[src/design/interval_table_insert_merge_query_defines.svh]
// Assertion macros for the interval table RTL.
// Depends on nothing; included by interval_table_insert_merge_query.sv, which carries the assertions.
`ifndef INTERVAL_TABLE_INSERT_MERGE_QUERY_DEFINES_SVH
`define INTERVAL_TABLE_INSERT_MERGE_QUERY_DEFINES_SVH

// Same-cycle implication, sampled on the rising clock edge, off during reset.
`define ITIQ_ASSERT_IMP(lbl, clk, rstn, ante, cons, msg) \
  lbl: assert property (@(posedge clk) disable iff (!(rstn)) (ante) |-> (cons)) \
    else $error(msg);

// Next-cycle implication, sampled on the rising clock edge, off during reset.
`define ITIQ_ASSERT_NXT(lbl, clk, rstn, ante, cons, msg) \
  lbl: assert property (@(posedge clk) disable iff (!(rstn)) (ante) |=> (cons)) \
    else $error(msg);

`endif

[src/design/itiq_pkg.sv]
// Types and codes for the interval table.
// Depends on nothing; used by itiq_cell and the top level.
package itiq_pkg;

  typedef enum logic {
    CMD_INSERT = 1'b0,
    CMD_QUERY  = 1'b1
  } cmd_e;

  typedef enum logic [1:0] {
    STATUS_OK       = 2'd0,
    STATUS_FULL     = 2'd1,
    STATUS_INVERTED = 2'd2
  } status_e;

  typedef struct packed {
    cmd_e               cmd;
    logic signed [63:0] lo;
    logic signed [63:0] hi;
  } req_t;

  typedef struct packed {
    logic    hit;
    status_e status;
  } rsp_t;

  // A transaction as it walks along the row of cells.
  typedef struct packed {
    cmd_e               cmd;
    logic signed [63:0] lo;
    logic signed [63:0] hi;
    logic               found;
    logic               err;
  } tok_t;

  // Append write from the top level into one cell.
  typedef struct packed {
    logic               en;
    logic signed [63:0] lo;
    logic signed [63:0] hi;
  } wr_t;

endpackage

[src/design/itiq_cell.sv]
// One entry of the interval table: holds a range and tests the passing transaction.
// Depends on itiq_pkg.
module itiq_cell (
  input  logic            clk_i,
  input  logic            rst_ni,
  input  logic            occupied_i,
  input  logic            tok_vld_i,
  input  itiq_pkg::tok_t  tok_i,
  input  itiq_pkg::wr_t   wr_i,
  output logic            tok_vld_o,
  output itiq_pkg::tok_t  tok_o
);

  logic signed [63:0] lo_q, lo_d;
  logic signed [63:0] hi_q, hi_d;
  logic               tok_vld_q;
  itiq_pkg::tok_t     tok_q, tok_d;
  logic               live;
  logic               covers;
  logic               overlaps;

  assign live     = tok_vld_i && occupied_i && !tok_i.found && !tok_i.err;
  assign covers   = ($signed(lo_q) <= $signed(tok_i.lo)) && ($signed(tok_i.lo) <= $signed(hi_q));
  assign overlaps = !(($signed(tok_i.hi) < $signed(lo_q)) || ($signed(tok_i.lo) > $signed(hi_q)));

  always_comb begin
    lo_d  = lo_q;
    hi_d  = hi_q;
    tok_d = tok_i;
    if (wr_i.en) begin
      lo_d = wr_i.lo;
      hi_d = wr_i.hi;
    end else if (live) begin
      case (tok_i.cmd)
        itiq_pkg::CMD_QUERY: begin
          if (covers) begin
            tok_d.found = 1'b1;
          end
        end
        itiq_pkg::CMD_INSERT: begin
          if (overlaps) begin
            tok_d.found = 1'b1;
            // Widen this entry so that it also covers the new range.
            if ($signed(tok_i.lo) < $signed(lo_q)) begin
              lo_d = tok_i.lo;
            end
            if ($signed(tok_i.hi) > $signed(hi_q)) begin
              hi_d = tok_i.hi;
            end
          end
        end
        default: begin
          tok_d = tok_i;
        end
      endcase
    end
  end

  always_ff @(posedge clk_i) begin
    lo_q  <= lo_d;
    hi_q  <= hi_d;
    tok_q <= tok_d;
  end

  always_ff @(posedge clk_i or negedge rst_ni) begin
    if (!rst_ni) begin
      tok_vld_q <= 1'b0;
    end else begin
      tok_vld_q <= tok_vld_i;
    end
  end

  assign tok_vld_o = tok_vld_q;
  assign tok_o     = tok_q;

endmodule
[config.mk]
export PLATFORM = sky130hd
export DESIGN_NAME = itiq_cell
export DESIGN_NICKNAME = d
export VERILOG_FILES = /design/src/design/interval_table_insert_merge_query_defines.svh /design/src/design/itiq_pkg.sv /design/src/design/itiq_cell.sv
export SDC_FILE = /design/constraint.sdc
export NUM_CORES = 1
export LEC_CHECK = 0
export BUFFER_PORTS_ARGS = -buffer_cell sky130_fd_sc_hd__buf_2
export CORE_MARGIN = 2
export CORE_UTILIZATION = 48
export CTS_CLUSTER_SIZE = 12
export DETAILED_ROUTE_END_ITERATION = 8
export PLACE_DENSITY = 0.77
export SETUP_SLACK_MARGIN = 0.2
export SYNTH_ARGS = -nofsm -noshare
export SYNTH_HDL_FRONTEND = slang
export SYNTH_SLANG_ARGS = --single-unit
[constraint.sdc]
create_clock -name clk_i -period 3.6 [get_ports clk_i]
set_input_delay 0.36 -clock clk_i [delete_from_list [all_inputs] [get_ports clk_i]]
set_output_delay 0.36 -clock clk_i [all_outputs]
set_load 0.005 [all_outputs]
==> results of run 1 <==
## kinds of logic after synthesis
logic type | share of synthesized area
mux | 0.1010
compound gates | 0.09523
xor+xnor | 0.0006237
simple gates | 0.07349
fa+ha+maj | 0.2272
buf+inv | 0.04035
flops | 0.4621
## path summary, 6_finish.rpt
path,start,end,slack [ns]
max,tok_i[61],hi_q[36],0.24
min,tok_i[74],tok_o[74],0.005
max reg2reg,lo_q[59],hi_q[36],0.39
min reg2reg,lo_q[62],tok_o[1],1.09
max in group asynchronous,rst_ni,tok_vld_o,3.40
min in group asynchronous,rst_ni,tok_vld_o,0.11
## critical path, stage by stage
cell and delay (ns):
dlygate4sd3_1 0.54, buf_2 0.17, ha_1 0.34, nand4_1 0.23, nor4_1 0.42, buf_4 0.21
nor3b_1 0.26, buf_4 0.17, o31a_1 0.15, o31a_1 0.21, a41o_4 0.31, buf_12 0.21
## registers in the layout, summed over array words and instances (netlist names)
| register | flops |
|---|---|
| tok_o | 131 |
| hi_q | 64 |
| tok_vld_o | 1 |
| lo_q | 64 |
## repair_timing
item                       in CTS  in global routing
resized for setup               2                  9
hold buffers                  121                  0
setup endpoints to repair      19                128
pin swaps                       0                  6
gates cloned                    0                  1
hold endpoints to repair      121                  0
## cell type report
cell class              instances  area share
flip-flops and latches        260      0.3439
diodes                          5   0.0006629
inverters                     136     0.02705
clock inverters                10    0.004375
well taps                     384     0.02546
multi-input cells             793      0.3742
repair buffers                530      0.1797
clock buffers                  44     0.04461
## metrics by stage
| step | utilization | hold WS [ns] | power (uW) | setup WS [ns] |
|---|---|---|---|---|
| 3_3_place_gp | 0.5784 | 0.1340 | 4814 | 0.09897 |
| 5_1_grt | 0.6557 | 0.0001729 | 8141 | 0.2151 |
| 2_1_floorplan | - | 0.06441 | 4235 | 0.3214 |
| 4_1_cts | 0.6529 | 0.0002052 | 7808 | 0.2434 |
| 3_5_place_dp | 0.5784 | 0.1357 | 4845 | 0.09521 |
| 6_report | 0.6558 | 0.005098 | 7791 | 0.2396 |
## power by group
group / switching [uW] / internal (uW)
sequential: 51.6 / 3330
clock: 1190 / 1680
combinational: 823 / 724
## Yosys cell counts, types with 2 or more instances
library cell  number
a2111oi_0          5
a211oi_1           6
a211oi_2           2
a21o_1            25
a21oi_1           95
a21oi_2            2
a221oi_1           6
a22oi_1            2
a2bb2oi_1          2
and3_1             2
and4_1             4
clkbuf_1          15
dfxtp_1          131
edfxtp_1         128
ha_1             255
inv_1            136
mux2_2           126
nand2_1           58
nand2b_1           2
nand3_1           23
nand4_1           49
nor2_1            22
nor2b_1            3
nor3_1             7
nor3b_1            2
nor4_1            13
nor4_2             2
o2111ai_1          3
o211ai_1           3
o21a_1             7
o21ai_0           38
o21ai_1            2
o31a_1             3
or3_1              3
## per-layer routing
layer  global-route usage  part of all wire  vias up
li1                     -                 -     5614
met1               0.3231              0.40     5419
met2               0.4885              0.50      477
met3              0.05222             0.066       83
met4              0.09757             0.032        0
met5                    0                 0        -
==> results.md, run 1 <==
* Max Fclk at 0.2976 GHz
* Area post-placement at 16,650 sq um
* DRC Markers at 0
* H-tree depth at 1
* Initial Util at 0.4880
* Top-area cell type share of the netlist area at 0.2737
* Routed Antenna Nets at 0
* Layout fillers at 2,184
* Post-synthesis sequential area ratio at 0.4621
* Worst clock skew at 0.02745 ns
* Leakage Power at 0.008988 uW
* Cts bufs inserted at 29
* Top cells by area, synth: edfxtp_1 27%, ha_1 23%, dfxtp_1 19%
* Share of layout cells above drive strength 1 at 0.3367
* DR iter-0 viols at roughly 610
* RSZ-0062 raised after global routing: yes
* Yosys warns at 0
* Core Region at roughly 29,000 sq um
* Mean area per synthesized cell at about 12 sq um
* Vias in the first global route at 12,213
* Largest net degree at the start of global routing at 85
* Layout net count at 2,269
* Type of the worst setup path: input pin to flip-flop
* Slew headroom at 0.4123
* FF+latch count, synth at 260
* Multi-input logic area at 7063 sq um
* Worst r2r path cells at 11
* Worst-Margin Slew at 0.8815 ns
* Non-Filler Instances at roughly 2,200
* Area leader, netlist: edfxtp_1
* CTS tree: built
* Antenna violations before repair at 5
* First-pass detailed-route iteration total at 4
* Die width at 175.1 um
* Pwr/cell area at slightly above 400 nW/um^2
* Die area at 30,650 sq um
* Max-Cap Viols at 0
* Post-synth EDFFs at ~130
* Most frequent cells in the layout: 394 x buf_2, 255 x ha_1, 136 x inv_1
* CP Data Arrival Time at 3.60 ns
* Clock transition at path regs at 0.06 ns
* Max Buffers Root-to-Sink at 3
* Crit path max fanout at 26
* Async SR Flop Fraction at 0.003846
* Crit path required time at about 3.8 ns
* Worst Hold Depth at 1
* Setup bufs post-CTS at 0
* WL final at 43,100 um
* Placement row count at 62
* HPWL after DPL at around 32,000 um
* Sink Count at 260
* Post-Syn Area at 14,050 sq um
* Via density per instance at 5.362
* Ys flop type: dfxtp_1
* Input/output buffers at 395
* Grt total ovfl at 0
* Final Cell Area at 18,870 sq um
* Critical Path Source Type: input pin
* Hold Violations, Final at 0
* Peak VDD IR at around 380 uV
* All-Layer GR Usage at 0.2720
* Setup TNS at 0 ns
* Clock Latency Late Sink at 0.57 ns
* Fin crit share at 0.9334
* Count of cell types in the netlist at 56
* Io pins at 396
* P&R area growth vs syn at 34.38%
* Commonest non-fill, non-tap cell in the layout: buf_2
* Final setup viols at 0
* Clock root buffer: clkbuf_16
* HP Class: input pin to flip-flop
* Wire length per cell at 19.93 um
* Final min period at 3.360 ns
* Post-synthesis net count at around 1,700
* First-pass GRT wire length at 65,180 um
* Cells after Synth at roughly 1,200
* Outcome: complete, no violations
* DR vias at 11,593
* Critical path endpoint category: flip-flop
* Register area at 6491 sq um
* Placed instance count at 1,981
* Final slew viol count at 0
* Routability cong. at 0.9365
* Die H at 175.1 um
Power figures use the tool's default switching activity.
==> run 2, diff against run 1 <==
HOLD_SLACK_MARGIN = 0.08   (was default)
==> run 2 against run 1 <==
Compared with the run above:
- design area increased by 0.96%
- die area unchanged
- flip-flop and latch count unchanged
- wire length increased by 1.2%
- register-to-register slack improved by 0.06 ns
- global-route usage increased by 0.55 points
- core utilization increased by 0.63 points
- combinational power about the same
- count of clock-buffer cells in the layout unchanged
- via count increased by 0.64%
- sequential power about the same
- cell count increased by 0.74%
- largest power group unchanged
==> results.md, run 2 (synthesized netlist as in run 1, its figures left out) <==
* Grt total ovfl at 0
* Critical Path Source Type: input pin
* Outcome: complete, no violations
* Max Fclk at 0.3037 GHz
* P&R area growth vs syn at 35.67%
* Input/output buffers at 395
* Clock Latency Late Sink at 0.57 ns
* All-Layer GR Usage at 0.2774
* Layout fillers at between 2,000 and 2,500
* Max FFs per register at 131
* Clock transition at path regs at roughly 0.060 ns
* WP buf/inv at 4
* Finished Core Util at 0.6621
* Slew headroom at 0.4186
* Layout net count at about 2,300
* H-tree depth at 1
* Wire length per cell at 20.03 um
* Final min period at 3.293 ns
* Final slew viol count at 0
* WL met2 at around 22,000 um
* CP Data Arrival Time at between 3 and 4 ns
* Io pins at 396
* Fin crit share at 0.9147
* Final setup viols at 0
* DR iter-0 viols at 644
* DRC Markers at 0
* Die H at 175.1 um
* Antenna violations before repair at 4
* Leakage Power at 0.009063 uW
* Critical path endpoint category: flip-flop
* Clock root buffer: clkbuf_16
* Via density per instance at around 5.4
* Crit path max fanout at 26
* WL final at 43,640 um
* Die width at 175.1 um
* Max-Cap Viols at 0
* Die area at 30,650 sq um
* Routed Antenna Nets at 0
* Top Layer Used: met5
* Worst-Margin Slew at around 0.87 ns
* Critical Path Max Stage Delay at 0.55 ns
* Setup bufs post-CTS at 0
* Type of the worst setup path: input pin to flip-flop
* Setup TNS at 0 ns
* Pwr/cell area at 410.6 nW/um^2
* Initial Util at 0.4880
* Placement row count at 62
* Sink Count at 260
* Hold WS at 0.09729 ns
* Routability cong. at ~0.94
* Peak VDD IR at 402.2 uV
* Commonest non-fill, non-tap cell in the layout: buf_2
* Share of layout cells above drive strength 1 at 0.3339
* Cts bufs inserted at 29
* Core Region at 28,780 sq um
* Wire length on met1 at around 18,000 um
* HP Class: input pin to flip-flop
* Max Buffers Root-to-Sink at 3
* DR vias at 11,667
* Cell mode on critical path: o31a_1
* Critical-path cell list: dlygate4sd3_1, buf_2, ha_1, nand4_1, nor4_2, buf_4, o21ai_0, a21oi_1, o31a_1, o31a_1, a41o_4, buf_12
* CTS tree: built
* Largest net degree at the start of global routing at 85
* Worst clock skew at 0.02746 ns
* Most frequent cells in the layout: 394 x buf_2, 255 x ha_1, 139 x dlygate4sd3_1
* Crit path required time at roughly 3.8 ns
* Vias in the first global route at 12,399
* Slowest CP cell: dlygate4sd3_1
* RSZ-0062 raised after global routing: yes
* CP top delay family: buffers and inverters
* HPWL after DPL at 32,100 um
* Hold Violations, Final at 0
* First-pass detailed-route iteration total at 5
* First-pass GRT wire length at 66,410 um
* Met3 WL at 2727 um
-- run 2: final timing paths --
path                                start        end  slack [ns]  depth (start not counted)
worst max-delay path            tok_i[61]   hi_q[25]        0.31                         12
max in group asynchronous          rst_ni  tok_vld_o        3.40                          2
worst min register to register   lo_q[62]   tok_o[1]        1.09                          5
min in group asynchronous          rst_ni  tok_vld_o        0.11                          2
worst min-delay path             wr_i[55]   hi_q[55]         0.1                          2
worst max register to register   lo_q[59]   hi_q[25]        0.45                         11
-- run 2: per-layer routing --
metal | up-vias | global-route usage
li1 | 5635 | -
met1 | 5466 | 0.3274
met2 | 462 | 0.4972
met3 | 102 | 0.05440
met4 | 2 | 0.1056
met5 | - | 0
-- run 2: area by class of cell --
| cell class | instances | area [sq um] | area share |
|---|---|---|---|
| diodes | 3 | 7.507 | 0.0003940 |
| clock buffers | 44 | 842.1 | 0.04419 |
| clock inverters | 10 | 82.58 | 0.004334 |
| inverters | 136 | 510.5 | 0.02679 |
| multi-input cells | 793 | 7069 | 0.3710 |
| flip-flops and latches | 260 | 6491 | 0.3406 |
| well taps | 384 | 480.5 | 0.02521 |
| repair buffers | 548 | 3572 | 0.1875 |
-- run 2: power breakdown --
part	total (uW)	switching, uW	internal (uW)	leakage [uW]
Sequential	3380	52.3	3330	0.00237
Clock	2880	1200	1680	0.000444
Combinational	1560	828	737	0.00625
Total	7820	2080	5740	0.00906
-- run 2: what timing repair did --
item | CTS | global route
hold endpoints to repair | 139 | 0
pin swaps | 0 | 6
hold buffers | 139 | 0
cloned | 0 | 1
resized for setup | 2 | 10
setup endpoints to repair | 19 | 128
-- run 2: stage by stage --
step           total power (uW)  setup WS (ns)  instance area [sq um]  instances
2_1_floorplan              4235         0.3214                  14050       1204
3_3_place_gp               4814        0.09897                  16650       1981
3_5_place_dp               4845        0.09521                  16650       1981
4_1_cts                    7823         0.2434                  18970       2174
5_1_grt                    8165         0.2091                  19050       2177
6_report                   7823         0.3070                  19060       2178
